$ cat src/hw/rtl/mkd_pkg.sv
// Shared types, constants and the Morse tree lookup for the Morse key decoder.
// Used by every module of the block; depends on nothing.
`timescale 1ns / 1ps

package mkd_pkg;

	// Field widths
	localparam int unsigned TICK_W = 4;
	localparam int unsigned GAP_W  = 6;
	localparam int unsigned CODE_W = 5;
	localparam int unsigned WAIT_W = 5;
	localparam int unsigned CHAR_W = 7;
	localparam int unsigned IDX_W  = 3;
	localparam int unsigned DATA_W = 6;

	// Register indexes of the configuration port
	localparam logic [IDX_W-1:0] CFG_SAMPLE_TICKS   = 3'd0;
	localparam logic [IDX_W-1:0] CFG_OVERFLOW_EXTRA = 3'd1;
	localparam logic [IDX_W-1:0] CFG_DASH_ON_TICKS  = 3'd2;
	localparam logic [IDX_W-1:0] CFG_DOT_OFF_TICKS  = 3'd3;
	localparam logic [IDX_W-1:0] CFG_DOT_ON_TICKS   = 3'd4;
	localparam logic [IDX_W-1:0] CFG_LETTER_GAP     = 3'd5;
	localparam logic [IDX_W-1:0] CFG_WORD_GAP       = 3'd6;

	// Register values after reset
	localparam logic [TICK_W-1:0] RST_SAMPLE_TICKS   = 4'd6;
	localparam logic [TICK_W-1:0] RST_OVERFLOW_EXTRA = 4'd10;
	localparam logic [TICK_W-1:0] RST_DASH_ON_TICKS  = 4'd10;
	localparam logic [TICK_W-1:0] RST_DOT_OFF_TICKS  = 4'd8;
	localparam logic [TICK_W-1:0] RST_DOT_ON_TICKS   = 4'd2;
	localparam logic [GAP_W-1:0]  RST_LETTER_GAP     = 6'd15;
	localparam logic [GAP_W-1:0]  RST_WORD_GAP       = 6'd42;

	// Saturation limits
	localparam logic [CODE_W-1:0] CODE_MAX = 5'd31;
	localparam logic [GAP_W-1:0]  GAP_MAX  = 6'd63;

	// Characters
	localparam logic [CHAR_W-1:0] CH_UNKNOWN = 7'h3f;
	localparam logic [CHAR_W-1:0] CH_SPACE   = 7'h20;

	typedef struct packed {
		logic [TICK_W-1:0] sample_ticks;
		logic [TICK_W-1:0] overflow_extra_ticks;
		logic [TICK_W-1:0] dash_on_ticks;
		logic [TICK_W-1:0] dot_off_ticks;
		logic [TICK_W-1:0] dot_on_ticks;
		logic [GAP_W-1:0]  letter_gap_ticks;
		logic [GAP_W-1:0]  word_gap_ticks;
	} cfg_t;

	typedef struct packed {
		logic              led_on;
		logic              char_valid;
		logic [CHAR_W-1:0] char_code;
	} res_t;

	// Binary Morse tree: dot goes to 2i+1, dash to 2i+2
	function automatic logic [CHAR_W-1:0] tree_letter(input logic [CODE_W-1:0] code);
		logic [7:0] ch;
		unique case (code)
			5'd1:    ch = "E";
			5'd2:    ch = "T";
			5'd3:    ch = "I";
			5'd4:    ch = "A";
			5'd5:    ch = "N";
			5'd6:    ch = "M";
			5'd7:    ch = "S";
			5'd8:    ch = "U";
			5'd9:    ch = "R";
			5'd10:   ch = "W";
			5'd11:   ch = "D";
			5'd12:   ch = "K";
			5'd13:   ch = "G";
			5'd14:   ch = "O";
			5'd15:   ch = "H";
			5'd16:   ch = "V";
			5'd17:   ch = "F";
			5'd19:   ch = "L";
			5'd21:   ch = "P";
			5'd22:   ch = "J";
			5'd23:   ch = "B";
			5'd24:   ch = "X";
			5'd25:   ch = "C";
			5'd26:   ch = "Y";
			5'd27:   ch = "Z";
			5'd28:   ch = "Q";
			default: ch = "?";
		endcase
		return ch[CHAR_W-1:0];
	endfunction

endpackage

$ cat src/hw/rtl/mkd_cfg_regs.sv
// Configuration register file of the Morse key decoder.
// Depends on mkd_pkg for the register indexes, reset values and cfg_t.
`timescale 1ns / 1ps

module mkd_cfg_regs (
	input  logic                     clk,
	input  logic                     arst_n,
	input  logic                     wr_en,
	input  logic [mkd_pkg::IDX_W-1:0]  wr_index,
	input  logic [mkd_pkg::DATA_W-1:0] wr_data,
	output mkd_pkg::cfg_t            cfg
);
	import mkd_pkg::*;

	cfg_t cfg_q;

	// Register writes, data trimmed to each register's width
	always_ff @(posedge clk or negedge arst_n) begin
		if (!arst_n) begin
			cfg_q.sample_ticks         <= RST_SAMPLE_TICKS;
			cfg_q.overflow_extra_ticks <= RST_OVERFLOW_EXTRA;
			cfg_q.dash_on_ticks        <= RST_DASH_ON_TICKS;
			cfg_q.dot_off_ticks        <= RST_DOT_OFF_TICKS;
			cfg_q.dot_on_ticks         <= RST_DOT_ON_TICKS;
			cfg_q.letter_gap_ticks     <= RST_LETTER_GAP;
			cfg_q.word_gap_ticks       <= RST_WORD_GAP;
		end else if (wr_en) begin
			unique case (wr_index)
				CFG_SAMPLE_TICKS:   cfg_q.sample_ticks         <= wr_data[TICK_W-1:0];
				CFG_OVERFLOW_EXTRA: cfg_q.overflow_extra_ticks <= wr_data[TICK_W-1:0];
				CFG_DASH_ON_TICKS:  cfg_q.dash_on_ticks        <= wr_data[TICK_W-1:0];
				CFG_DOT_OFF_TICKS:  cfg_q.dot_off_ticks        <= wr_data[TICK_W-1:0];
				CFG_DOT_ON_TICKS:   cfg_q.dot_on_ticks         <= wr_data[TICK_W-1:0];
				CFG_LETTER_GAP:     cfg_q.letter_gap_ticks     <= wr_data[GAP_W-1:0];
				CFG_WORD_GAP:       cfg_q.word_gap_ticks       <= wr_data[GAP_W-1:0];
				default: ;
			endcase
		end
	end

	assign cfg = cfg_q;

endmodule

$ cat src/hw/rtl/mkd_core.sv
// Tick state machine of the Morse key decoder: phases, wait and gap counters,
// symbol code and the per-tick result. Depends on mkd_pkg.
`timescale 1ns / 1ps

module mkd_core (
	input  logic          clk,
	input  logic          arst_n,
	input  logic          step,
	input  logic          key,
	input  mkd_pkg::cfg_t cfg,
	output mkd_pkg::res_t res
);
	import mkd_pkg::*;

	typedef enum logic [2:0] {
		PH_IDLE,
		PH_SAMPLE,
		PH_DASH_ON,
		PH_DOT_OFF,
		PH_DOT_ON
	} phase_t;

	phase_t              phase_q, phase_d;
	logic [WAIT_W-1:0]   wait_q, wait_d;
	logic [CODE_W-1:0]   sym_q, sym_d;
	logic [GAP_W-1:0]    gap_q, gap_d;
	res_t                res_d;

	logic [WAIT_W-1:0]   wait_dec;
	logic [CODE_W+1:0]   ext_v;
	logic [CODE_W-1:0]   sym_ext;
	logic [WAIT_W-1:0]   total;
	logic                raised;
	logic [GAP_W-1:0]    gap_inc;

	// Shared helpers: countdown, tree extension, press wait, gap increment
	always_comb begin
		wait_dec = (wait_q != '0) ? wait_q - WAIT_W'(1) : wait_q;
		ext_v    = {1'b0, sym_q, 1'b0} + (key ? 7'd2 : 7'd1);
		sym_ext  = (ext_v > 7'(CODE_MAX)) ? CODE_MAX : ext_v[CODE_W-1:0];
		total    = {1'b0, cfg.sample_ticks}
			+ ((sym_q == CODE_MAX) ? {1'b0, cfg.overflow_extra_ticks} : WAIT_W'(0));
		raised   = (gap_q != GAP_MAX);
		gap_inc  = raised ? gap_q + GAP_W'(1) : gap_q;
	end

	// Next state and result of one tick
	always_comb begin
		phase_d = phase_q;
		wait_d  = wait_q;
		sym_d   = sym_q;
		gap_d   = gap_q;
		res_d   = '0;
		unique case (phase_q)
			PH_SAMPLE: begin
				wait_d = wait_dec;
				if (wait_dec == '0) begin
					sym_d = sym_ext;
					gap_d = '0;
					if (key) begin
						if (cfg.dash_on_ticks == '0) begin
							phase_d = PH_IDLE;
						end else begin
							phase_d = PH_DASH_ON;
							wait_d  = {1'b0, cfg.dash_on_ticks};
						end
					end else if (cfg.dot_off_ticks != '0) begin
						phase_d = PH_DOT_OFF;
						wait_d  = {1'b0, cfg.dot_off_ticks};
					end else if (cfg.dot_on_ticks == '0) begin
						phase_d = PH_IDLE;
					end else begin
						phase_d = PH_DOT_ON;
						wait_d  = {1'b0, cfg.dot_on_ticks};
					end
				end
			end
			PH_DOT_OFF: begin
				wait_d = wait_dec;
				if (wait_dec == '0) begin
					if (cfg.dot_on_ticks == '0) begin
						phase_d = PH_IDLE;
					end else begin
						phase_d = PH_DOT_ON;
						wait_d  = {1'b0, cfg.dot_on_ticks};
					end
				end
			end
			PH_DASH_ON, PH_DOT_ON: begin
				res_d.led_on = 1'b1;
				wait_d = wait_dec;
				if (wait_dec == '0) begin
					phase_d = PH_IDLE;
				end
			end
			default: begin
				// idle, and any stray code acts as idle
				phase_d = PH_IDLE;
				if (key) begin
					wait_d  = (total == '0) ? WAIT_W'(1) : total;
					phase_d = PH_SAMPLE;
				end else begin
					gap_d = gap_inc;
					if ((sym_q != '0) && (gap_inc >= cfg.letter_gap_ticks)) begin
						res_d.char_valid = 1'b1;
						res_d.char_code  = (sym_q == CODE_MAX) ? CH_UNKNOWN : tree_letter(sym_q);
						sym_d = '0;
						gap_d = '0;
					end else if (raised && (gap_inc == cfg.word_gap_ticks)) begin
						res_d.char_valid = 1'b1;
						res_d.char_code  = CH_SPACE;
					end
				end
			end
		endcase
	end

	// State update on each accepted tick
	always_ff @(posedge clk or negedge arst_n) begin
		if (!arst_n) begin
			phase_q <= PH_IDLE;
			wait_q  <= '0;
			sym_q   <= '0;
			gap_q   <= '0;
		end else if (step) begin
			phase_q <= phase_d;
			wait_q  <= wait_d;
			sym_q   <= sym_d;
			gap_q   <= gap_d;
		end
	end

	assign res = res_d;

`ifndef SYNTH
	// A countdown phase never sits at zero wait
	a_wait_nonzero: assert property (@(posedge clk) disable iff (!arst_n)
		(phase_q != PH_IDLE) |-> (wait_q != '0))
		else $error("mkd_core: non-idle phase with zero wait count");

	// A decoded letter always clears the symbol code
	a_letter_clears: assert property (@(posedge clk) disable iff (!arst_n)
		(step && res_d.char_valid && (res_d.char_code != CH_SPACE)) |=> (sym_q == '0))
		else $error("mkd_core: symbol code not cleared after a letter");

	// No tick, no state change
	a_hold: assert property (@(posedge clk) disable iff (!arst_n)
		!step |=> ($stable(phase_q) && $stable(sym_q) && $stable(gap_q) && $stable(wait_q)))
		else $error("mkd_core: state moved without a tick");
`endif

endmodule

$ cat src/hw/rtl/morse_key_decoder_unit.sv
// Top level of the Morse key decoder: input register, tick state machine,
// result register and configuration registers. Depends on mkd_pkg,
// mkd_cfg_regs and mkd_core.
//
//   port group   direction  handshake           payload
//   in           sink       in_valid / in_stall  key_pressed
//   out          source     out_valid / out_stall led_on, char_valid, char_code
//   cfg          sink       cfg_valid / cfg_ready cfg_index, cfg_data
//
// One word per cycle sustained while out_stall is low; each word passes from the input
// register through mkd_core, and its result lands in the result register.
// Throughput is set by the state update in mkd_core, which steps once per accepted word.
// Reset clears all control state and loads the default register values.
// A stalled result holds; the input side stalls only when both the input
// register and the result register are full and out_stall is high.
`timescale 1ns / 1ps

module morse_key_decoder_unit (
	input  logic                        clk,
	input  logic                        arst_n,
	input  logic                        in_valid,
	output logic                        in_stall,
	input  logic                        key_pressed,
	output logic                        out_valid,
	input  logic                        out_stall,
	output logic                        led_on,
	output logic                        char_valid,
	output logic [mkd_pkg::CHAR_W-1:0]  char_code,
	input  logic                        cfg_valid,
	output logic                        cfg_ready,
	input  logic [mkd_pkg::IDX_W-1:0]   cfg_index,
	input  logic [mkd_pkg::DATA_W-1:0]  cfg_data
);
	import mkd_pkg::*;

	cfg_t  cfg;
	res_t  res;
	res_t  res_q;
	logic  valid_s1;
	logic  key_s1;
	logic  out_valid_q;
	logic  advance;

	// Configuration registers, always ready
	assign cfg_ready = 1'b1;

	mkd_cfg_regs u_cfg (
		.clk      (clk),
		.arst_n   (arst_n),
		.wr_en    (cfg_valid & cfg_ready),
		.wr_index (cfg_index),
		.wr_data  (cfg_data),
		.cfg      (cfg)
	);

	// Word moves on when the result register is empty or being drained
	assign advance  = valid_s1 & (~out_valid_q | ~out_stall);
	assign in_stall = valid_s1 & ~advance;

	// Input register
	always_ff @(posedge clk or negedge arst_n) begin
		if (!arst_n) begin
			valid_s1 <= 1'b0;
		end else if (!in_stall) begin
			valid_s1 <= in_valid;
		end
	end

	always_ff @(posedge clk) begin
		if (!in_stall && in_valid) begin
			key_s1 <= key_pressed;
		end
	end

	mkd_core u_core (
		.clk    (clk),
		.arst_n (arst_n),
		.step   (advance),
		.key    (key_s1),
		.cfg    (cfg),
		.res    (res)
	);

	// Result register
	always_ff @(posedge clk or negedge arst_n) begin
		if (!arst_n) begin
			out_valid_q <= 1'b0;
		end else if (advance) begin
			out_valid_q <= 1'b1;
		end else if (!out_stall) begin
			out_valid_q <= 1'b0;
		end
	end

	always_ff @(posedge clk) begin
		if (advance) begin
			res_q <= res;
		end
	end

	assign out_valid  = out_valid_q;
	assign led_on     = res_q.led_on;
	assign char_valid = res_q.char_valid;
	assign char_code  = res_q.char_code;

`ifndef SYNTH
	// Input stalls only behind a full, stalled result register
	a_stall_cause: assert property (@(posedge clk) disable iff (!arst_n)
		in_stall |-> (out_valid_q && out_stall))
		else $error("morse_key_decoder_unit: input stalled without output back-pressure");

	// A word that advances always shows up as a result
	a_advance_result: assert property (@(posedge clk) disable iff (!arst_n)
		advance |=> out_valid_q)
		else $error("morse_key_decoder_unit: advanced word produced no result");

	// A held word stays in the input register
	a_hold_s1: assert property (@(posedge clk) disable iff (!arst_n)
		(valid_s1 && !advance) |=> (valid_s1 && $stable(key_s1)))
		else $error("morse_key_decoder_unit: stalled input word lost");
`endif

endmodule

$ cat config.mk
export PLATFORM = sky130hd
export DESIGN_NAME = morse_key_decoder_unit
export DESIGN_NICKNAME = d
export VERILOG_FILES = /design/src/hw/rtl/mkd_pkg.sv /design/src/hw/rtl/mkd_cfg_regs.sv /design/src/hw/rtl/mkd_core.sv /design/src/hw/rtl/morse_key_decoder_unit.sv
export SDC_FILE = /design/constraint.sdc
export NUM_CORES = 1
export LEC_CHECK = 0
export ABC_AREA = 1
export BUFFER_PORTS_ARGS = -buffer_cell sky130_fd_sc_hd__buf_2
export CAP_MARGIN = 0
export CORE_MARGIN = 10
export CORE_UTILIZATION = 45
export DETAILED_ROUTE_END_ITERATION = 10
export PLACE_DENSITY_LB_ADDON = 0.05
export SLEW_MARGIN = 10
export SYNTH_ARGS = -nofsm -noshare
export SYNTH_HDL_FRONTEND = slang
export SYNTH_SLANG_ARGS = --single-unit
$ cat constraint.sdc
create_clock -name clk -period 5.1 [get_ports clk]
set_clock_uncertainty 0.05 [all_clocks]
set_input_delay 0.51 -clock clk [delete_from_list [all_inputs] [get_ports clk]]
set_output_delay 0.51 -clock clk [all_outputs]
set_load 0.1 [all_outputs]
# Word level (Yosys, flattened, before mapping)
# Memory sizes are Yosys's and may differ from the RTL's.
# Cells that the tools add are included.
[op_classes]
add_sub_neg = 4
magnitude_cmp = 2
n_eq_ne = 18
mux = 37
bitwise_logic = 7
n_reduce_logical = 28
[ops]
columns = ["cell", "n"]
rows = [
  ["5-bit two-way mux", 13],
  ["6-bit two-way mux", 4],
  ["3-bit two-way mux", 6],
  ["8-bit two-way mux", 2],
  ["2-bit AND reduction", 8],
  ["5-bit one-hot mux with 3 select lines", 1],
  ["3-bit by 2-bit equality test with 1-bit output, second input constant", 4],
  ["3-bit equality test, second input constant", 4],
  ["6-bit one-hot mux with 2 select lines", 1],
  ["5-bit zero test", 2],
  ["2-bit by 1-bit != test with 1-bit output, second input constant", 5],
  ["5-bit one-hot mux with 2 select lines", 1],
  ["5-bit nonzero test", 2],
  ["3-bit one-hot mux with 3 select lines", 1],
  ["4-bit zero test", 2],
  ["4-bit AND reduction", 2],
  ["4-bit nonzero test", 2],
  ["6-bit by 7-bit adder with 7-bit output", 1],
  ["7-bit by 5-bit > comparator with 1-bit output, second input constant", 1],
  ["7-bit two-way mux", 1],
  ["6-bit by 1-bit adder with 6-bit output, second input constant", 1],
  ["3-bit by 1-bit equality test with 1-bit output, second input constant", 2],
  ["6-bit equality test", 1],
  ["6-bit >= comparator", 1],
  ["other kinds (18)", 28],
]
[totals]
register_bits = 63
romBits = 224
out_inout_bits = 12
wordCells = 114
mem_count = 1
[memory_table]
columns = ["name", "depth", "word_bits", "read_ports", "rd_ports_with_merged_regs", "wr", "line", "rtl"]
rows = [
  ["(no name shown)", 32, 7, 1, 0, 0, "mkd_pkg.sv:61", "unique case (code)"],
]

# Depth between registers and ports, before layout
# Gate-level depths: netlist of the first run.
[depth]
ltp_word = 7
ltp_mapped = 17
mapped_depth_nobuf = 16

# Hierarchy
# Synthesis of the first run repeated with hierarchy kept, for this count alone.
[unflattened]
cells_unflattened = 584
area_unflattened_um2 = 4207.8
[modules_own_cells]
columns = ["mod", "instances", "cells_each", "area_each_um2"]
rows = [
  ["mkd_core", 1, 408, 2478.6],
  ["mkd_cfg_regs", 1, 152, 1322.5],
  ["morse_key_decoder_unit", 1, 24, 406.6],
]

# Worst setup path after synthesis of the first run
# Ideal clock, no wire load.
[synth_timing]
kind = "flip-flop to flip-flop"
start = "register out_valid_q, in the netlist out_valid"
end = "register key_s1 (enable)"
setup_ns = 0.240
t_arrival_ns = 2.711
setup_slack_ns = 2.100
stages_incl_launch_ff = 6
path_cell_list = "dfrtp_1 -> nand2_1 -> nor2_1 -> inv_1 -> nand2_1 -> inv_1"
[synth_between]
elab_chain_cells = 7
[synth_lines]
columns = ["item", "line", "rtl"]
rows = [
  ["from (decl)", "morse_key_decoder_unit.sv:41", "logic out_valid_q;"],
  ["from (signal assigned)", "morse_key_decoder_unit.sv:87", "out_valid_q <= 1'b0;"],
  ["from (signal assigned)", "morse_key_decoder_unit.sv:89", "out_valid_q <= 1'b1;"],
  ["from (signal assigned)", "morse_key_decoder_unit.sv:91", "out_valid_q <= 1'b0;"],
  ["1-bit NOT", "morse_key_decoder_unit.sv:57", "assign advance = valid_s1 & (~out_valid_q | ~out_stall);"],
  ["1-bit bitwise OR", "morse_key_decoder_unit.sv:57", ""],
  ["1-bit AND", "morse_key_decoder_unit.sv:57", ""],
  ["1-bit NOT", "morse_key_decoder_unit.sv:58", "assign in_stall = valid_s1 & ~advance;"],
  ["1-bit AND", "morse_key_decoder_unit.sv:58", ""],
  ["named net in_stall", "morse_key_decoder_unit.sv:22", "output logic in_stall,"],
  ["1-bit zero test", "morse_key_decoder_unit.sv:70", "if (!in_stall && in_valid) begin"],
  ["1-bit logical AND", "morse_key_decoder_unit.sv:70", ""],
  ["to (signal assigned)", "morse_key_decoder_unit.sv:71", "key_s1 <= key_pressed;"],
  ["to (decl)", "morse_key_decoder_unit.sv:40", "logic key_s1;"],
]
# The timed path passes the listed nets, and every way through them passes these cells.
# A chain may end at the register's enable or synchronous reset.

# Final worst setup path of the first run
[layout_timing]
start = "register u_core.sym_q[2]"
end = "register u_core.wait_q[0]"
[layout_between]
elab_chain_cells = 7
[layout_lines]
columns = ["item", "line", "rtl"]
rows = [
  ["from (decl)", "mkd_core.sv:25", "logic [CODE_W-1:0] sym_q, sym_d;"],
  ["from (signal assigned)", "mkd_core.sv:128", "sym_q <= sym_d;"],
  ["5-bit equality test (*)", "mkd_core.sv:42", "+ ((sym_q == CODE_MAX) ? {1'b0, cfg.overflow_extra_ticks} : WAIT_W'(0));"],
  ["4-bit two-way mux (*)", "mkd_core.sv:42", ""],
  ["4-bit by 5-bit adder with 5-bit output (*)", "mkd_core.sv:42", ""],
  ["5-bit zero test", "mkd_core.sv:100", "wait_d = (total == '0) ? WAIT_W'(1) : total;"],
  ["5-bit two-way mux (*)", "mkd_core.sv:100", ""],
  ["5-bit two-way mux (*)", "mkd_core.sv:99", "if (key) begin"],
  ["5-bit one-hot mux with 3 select lines (*)", "mkd_core.sv:54", "unique case (phase_q)"],
  ["to (signal assigned)", "mkd_core.sv:127", "wait_q <= wait_d;"],
  ["to (decl)", "mkd_core.sv:24", "logic [WAIT_W-1:0] wait_q, wait_d;"],
]
# Every way passes the cells marked *; elsewhere a longest branch is shown, timed or not. The select of a mux whose other input is x is not followed.

==> results of run 1 <==
## metal layers
layer  global-route usage  up-vias
li1                     -     1883
met1               0.2049     1653
met2               0.2484       50
met3              0.02791       12
met4              0.04837        0
met5                    0        -
## area by class of cell
type	instances	area, sq um
inverter	84	315.3
multi-input combinational	408	2128
timing repair buffer	27	140.1
fill	887	4270
clock inverter	3	22.52
clock buffer	13	191.4
tap	108	135.1
sequential	63	1645
## power breakdown
group | switching, mW | leakage [nW] | internal (mW) | total, mW
logic | 0.733 | 1.51 | 0.339 | 1.07
clock network | 0.207 | 0.0982 | 0.249 | 0.457
registers | 0.108 | 0.738 | 0.647 | 0.754
## sequential cells by signal, indices dropped and copies added, names as in the netlist
signal	count
char_code	7
char_valid	1
key_s1	1
led_on	1
out_valid	1
u_cfg.cfg	32
u_core.gap_q	6
u_core.phase_q	3
u_core.sym_q	5
u_core.wait_q	5
valid_s1	1
## per-stage QoR
step	hold WS, ns	cells
6_report	0.2390	706
5_1_grt	0.2826	706
4_1_cts	0.2548	706
3_5_place_dp	0.3976	690
3_3_place_gp	0.3949	690
2_1_floorplan	0.1644	565
## kinds of logic (layout without fill, tap and decap cells)
group                    after synthesis  in the layout  share of synthesized area
XOR/XNOR                               6              6                    0.01271
other                                  1              1                  0.0009071
AO/OA/AOI/OAI                         92             92                     0.1283
flip-flops                            63             63                     0.3980
buffers and inverters                 94            127                    0.08717
AND/OR/NAND/NOR                      287            287                     0.3045
adder cells (fa/ha/maj)               22             22                    0.06840
## critical path, delay by kind of cell, from the launching register on
family          cells  cell delay, ns
compound gates      1            0.13
buf+inv             2            0.21
simple gates        6            0.99
fa+ha+maj           2            0.65
flops               1            0.69
## final timing paths
| path | end | start | cells after the start |
|---|---|---|---|
| worst max-delay path | u_core.wait_q[0] | u_core.sym_q[2] | 11 |
| min in group clk | key_s1 | key_pressed | 1 |
| worst max register to register | u_core.wait_q[0] | u_core.sym_q[2] | 11 |
| worst min register to register | out_valid | valid_s1 | 2 |
| worst min-delay path | u_cfg.cfg[10] | arst_n | 2 |
| max in group asynchronous | u_core.wait_q[3] | arst_n | 2 |
## placed cells by master (no fill, tap or decap), drive strengths merged, types with 3 or more instances in the layout
cell type / Yosys / layout
a211oi: 3 / 3
a21oi: 21 / 21
buf: 5 / 27
clkbuf: 5 / 13
clkinvlp: 0 / 3
dfrtp: 38 / 38
dfstp: 15 / 15
edfxtp: 10 / 10
ha: 21 / 21
inv: 83 / 83
nand2: 171 / 171
nand3: 32 / 32
nand3b: 4 / 4
nand4: 13 / 13
nor2: 61 / 61
nor3: 4 / 4
o21ai: 49 / 49
o22ai: 6 / 6
xor2: 5 / 5
==> summary.md, run 1 <==
| Metric | Value |
|---|---|
| Vias | `roughly 3600` |
| CP max-delay cell | `dfrtp_1` |
| Flop-to-flop setup slack | `2.31 ns` |
| Worst setup SP type | `register` |
| Area delta synth->final | `10.74%` |
| Vias/cell | `roughly 5.1` |
| Post-synth EDFFs | `10` |
| CTS root buf | `clkbuf_8` |
| Final Cell Area | `approximately 0.0046 sq mm` |
| Cell area after synthesis | `between 0.004 and 0.005 sq mm` |
| Async SR Flop Fraction | `0.8413` |
| Worst slew pin tran | `between 0.6 and 0.7 ns` |
| Setup repair after global routing missed its margin | `false` |
| Final core occ | `0.5174` |
| Distinct cells, synth | `45` |
| Gr usage total | `0.1540` |
| H-tree depth reported by CTS | `3` |
| Post-CTS sizing | `0` |
| Critical path arrival | `about 3 ns` |
| Slew HR | `0.5424` |
| Synth area leader | `dfrtp_1` |
| Fin worst setup slack | `approximately 2.3 ns` |
| Crit Path Class | `reg2reg` |
| Die X | `about 120 microns` |
| DRC Markers | `0` |
| CTS tree | `yes` |
| Largest net degree at the start of global routing | `54` |
| Layout cells sized above 1 | `0.1321` |
| Slew Viols, Final | `0` |
| Initial drt markers | `between 200 and 300` |
| Detail Route met2 WL | `4512 microns` |
| Die Height | `between 100 and 150 microns` |
| Remaining Overflow, GRT | `0` |
| Pwr/cell area | `498.7 mW/mm^2` |
| CP Max Fanout | `19` |
| Skew-Pair Late Insertion Delay | `0.34 ns` |
| Number of global-route vias before repair | `between 3000 and 4000` |
| Net count, final | `between 600 and 700` |
| Core area | `0.008848 sq mm` |
| I/O pins | `27` |
| Die footprint | `0.01342 sq mm` |
| Fmax achieved | `about 360 MHz` |
| CTS clk-pin slew, worst paths | `0.08 ns` |
| Critical Path RT | `roughly 5.3 ns` |
| Worst Hold Class | `in2async` |
| Status | `finished clean` |
| Final Hold Fails | `0` |
| Cts bufs inserted | `9` |
| DRT Pass-1 Iters | `4` |
| Ys flop type | `dfrtp_1` |
| Detailed Route WL | `around 10000 microns` |
| Register bit count reported by yosys | `63` |
| Remaining antenna violation count after routing | `0` |
| Final Wtd Congestion | `around 0.9` |
| Place WS | `2.369 ns` |
| Setup crit end kind | `register` |
| Final total power | `~2.3 mW` |
| Top post-synthesis cells by area | `dfrtp_1, nand2_1, dfstp_2` |
| Most common cell in the netlist | `nand2_1` |
| Port Buf Inserts | `25` |
| Top layer in use | `met4` |
| Postcts setup bufs | `0` |
| Max clock buf depth | `2` |
| YS warnings | `0` |
| Mapped Cells | `between 500 and 600` |
| Initial antenna violation count | `0` |
| Most instantiated cells after synthesis | `nand2_1, inv_1, nor2_1` |
| Met1 wire length | `approximately 4800 microns` |
| Final Cycle Share | `0.5464` |
| MaxCap Viol Count | `0` |
| Wire per inst | `approximately 14 microns` |
| CP peak stage delay | `0.69 ns` |
| Final Critical Period | `2.787 ns` |
| CTS sink count | `63` |
| Seq/Total Area, Yosys | `0.3980` |
| Setup TNS Final | `0 ns` |
| Endpoints failing setup | `0` |
| DPL Wire Length | `between 7000 and 8000 microns` |
| Synthesized Nets | `approximately 600` |
| Critical-path cell list | `nand2_1 > nor2_1 > inv_1 > nor2_1 > ha_1 > fa_1 > nor3_1 > nand3_1 > nand2_1 > inv_1 > a21oi_1` |
| Met3 WL | `roughly 280 microns` |
| Avg Cell Area, Syn | `~7.3 sq um` |
| Placed Area | `approximately 0.0044 sq mm` |
| Global-route wire length before repair | `16650 microns` |
| Leak Pwr | `roughly 2.3 nW` |
| Initial Utilization | `0.4672` |
| Antenna diodes | `0` |
| Hold Buf Count CTS | `0` |
| Peak supply drop | `roughly 0.30 mV` |
| Synth top area share | `0.2300` |
| Row Count | `34` |
(Power assumes the default switching activity.)
==> run 2: changes to the inputs <==
clock period = 2.4 ns   (was 5.1 ns; I/O delays follow)
==> summary.md, run 2 (synthesis gave the netlist of run 1 again) <==
| Metric | Value |
|---|---|
| Port Buf Inserts | `25 (unchanged)` |
| Slew Viols, Final | `0 (unchanged)` |
| Status | `finished clean` |
| Cts bufs inserted | `9 (unchanged)` |
| Crit Path Class | `reg2reg` |
| MaxCap Viol Count | `0 (unchanged)` |
| Initial antenna violation count | `0 (unchanged)` |
| Number of global-route vias before repair | `3737 (+7.8%)` |
| Slew HR | `0.6632 (+0.1208)` |
| Skew-Pair Late Insertion Delay | `0.35 ns (about the same)` |
| Max clock buf depth | `2 (unchanged)` |
| Leak Pwr | `2.520 nW (+7.5%)` |
| CTS sink count | `63 (unchanged)` |
| Critical Path RT | `2.45 ns (-2.86 ns)` |
| Post-Layout Cell Count | `738 (+4.5%)` |
| Max reg flops | `32 (unchanged)` |
| Critical path arrival | `2.43 ns (-0.57 ns)` |
| DRC Markers | `0 (unchanged)` |
| CTS root buf | `clkbuf_8` |
| DRT Pass-1 Iters | `4 (unchanged)` |
| Placed insts | `714 (+3.5%)` |
| CTS tree | `yes` |
| Die X | `115.8 microns (unchanged)` |
| Wire per inst | `13.75 microns (-0.16%)` |
| Setup repair after global routing missed its margin | `true` |
| Core area | `0.008848 sq mm (unchanged)` |
| Remaining Overflow, GRT | `0 (unchanged)` |
| Row Count | `34 (unchanged)` |
| I/O pins | `27 (unchanged)` |
| Setup crit end kind | `register` |
| Vias | `3819 (+6.1%)` |
| Detailed Route WL | `10150 microns (+4.4%)` |
| Global-route wire length before repair | `17130 microns (+2.9%)` |
| Pwr/cell area | `1059 mW/mm^2 (+110%)` |
| Final Wtd Congestion | `0.8703 (-2.4%)` |
| Antenna diodes | `0 (unchanged)` |
| Worst slew pin tran | `0.5052 ns (-0.1812 ns)` |
| Worst Hold Class | `in2reg` |
| Final core occ | `0.5658 (+0.04836)` |
| Remaining antenna violation count after routing | `0 (unchanged)` |
| DPL Wire Length | `7658 microns (+3.9%)` |
| H-tree depth reported by CTS | `3 (unchanged)` |
| Endpoints failing setup | `0 (unchanged)` |
| CTS clk-pin slew, worst paths | `0.07 ns (about the same)` |
| Peak supply drop | `0.5906 mV (+97%)` |
| Fmax achieved | `419.8 MHz (+17%)` |
| Gr usage total | `0.1567 (+0.002756)` |
| Die Height | `115.8 microns (unchanged)` |
| Initial drt markers | `245 (-11%)` |
| Largest net degree at the start of global routing | `22 (-59%)` |
| CP Max Fanout | `8 (-11)` |
| Highest-count cells in the layout ignoring fill and taps | `nand2_1, inv_1, nor2_1` |
| Final Hold Fails | `0 (unchanged)` |
| Final Cycle Share | `0.9925 (+0.4461)` |
| Final total power | `5.300 mW (+130%)` |
| Commonest non-fill, non-tap cell in the layout | `nand2_1` |
| Vias/cell | `5.175 (+1.5%)` |
| Worst setup SP type | `register` |
| Layout cells sized above 1 | `0.2317 (+0.09964)` |
| Placed Area | `0.004552 sq mm (+4.3%)` |
| Net count, final | `662 (+5.1%)` |
| Final Cell Area | `0.005006 sq mm (+9.3%)` |
| Initial Utilization | `0.4672 (unchanged)` |
| Die footprint | `0.01342 sq mm (unchanged)` |
| Area delta synth->final | `21.10%` |
| Final Critical Period | `2.382 ns (-0.4046 ns)` |
[run 2: cell count changes in the layout (fill, tap and decap cells not counted), moves of 3 or more]
cell     change
ha_1         -5
inv_1        -3
nor2_4       +5
nand2_2      +9
nor2_1       -7
ha_4         +3
nand2_1     -10
buf_6        +4
buf_4       +27
[run 2: per-layer routing]
metal / vias up / wire length (microns) / global-route usage
li1: 1952 / - / -
met1: 1807 / 4825 / 0.1976
met2: 46 / 4892 / 0.2624
met3: 14 / 268 / 0.02687
met4: 0 / 163 / 0.06005
met5: - / 0 / 0
[run 2: repair_timing]
item,CTS,global route
hold buffers,1,0
setup endpoints to repair,13,21
resized for setup,4,42
endpoints found under the hold margin,14,0
buffers inserted,1,6
pin swaps,0,20
[run 2: path summary, 6_finish.rpt]
| check | slack (ns) | startpoint | depth (start not counted) | endpoint |
|---|---|---|---|---|
| min in group asynchronous | 0.34 | arst_n | 2 | u_cfg.cfg[4] |
| hold reg to reg | 0.44 | u_core.wait_q[1] | 2 | u_core.wait_q[1] |
| setup / recovery | 0.02 | u_core.gap_q[1] | 13 | char_code[5] |
| max in group asynchronous | 1.27 | arst_n | 3 | u_cfg.cfg[27] |
| hold / removal | 0.02 | key_pressed | 1 | key_s1 |
| setup reg to reg | 0.02 | u_core.gap_q[1] | 13 | char_code[5] |
[run 2: worst max-delay path: stages, from the launching register on]
cell,delay (ns)
dfrtp_1,0.41
ha_4,0.19
nand3_4,0.11
nor2_4,0.20
inv_2,0.08
nand2_1,0.11
ha_1,0.23
nand2_1,0.09
inv_1,0.06
o211ai_1,0.09
nand3_2,0.15
nand4_1,0.13
buf_6,0.16
a21oi_1,0.07
[run 2: stage by stage]
| stage | setup WS [ns] | hold slack (ns) | TNS, ns |
|---|---|---|---|
| 2_1_floorplan | 0.05140 | -0.1056 | 0 |
| 3_3_place_gp | -0.01466 | 0.1733 | -0.01466 |
| 3_5_place_dp | -0.09678 | 0.1857 | -0.2326 |
| 4_1_cts | -0.04173 | 0.007197 | -0.04915 |
| 5_1_grt | -0.1356 | 0.01043 | -1.325 |
| 6_report | 0.01801 | 0.01891 | 0 |
[run 2: area by class of cell]
type / instances / area (sq um)
Multi-Input combinational cell: 408 / 2286
Sequential cell: 63 / 1648
Fill cell: 866 / 3842
Inverter: 84 / 317.8
Timing Repair Buffer: 59 / 397.9
Clock inverter: 3 / 20.02
Tap cell: 108 / 135.1
Clock buffer: 13 / 201.4
[run 2: power breakdown]
part | switching [mW] | internal (mW)
combinational | 1.73 | 0.982
clock | 0.454 | 0.556
sequential | 0.203 | 1.38
total | 2.39 | 2.91
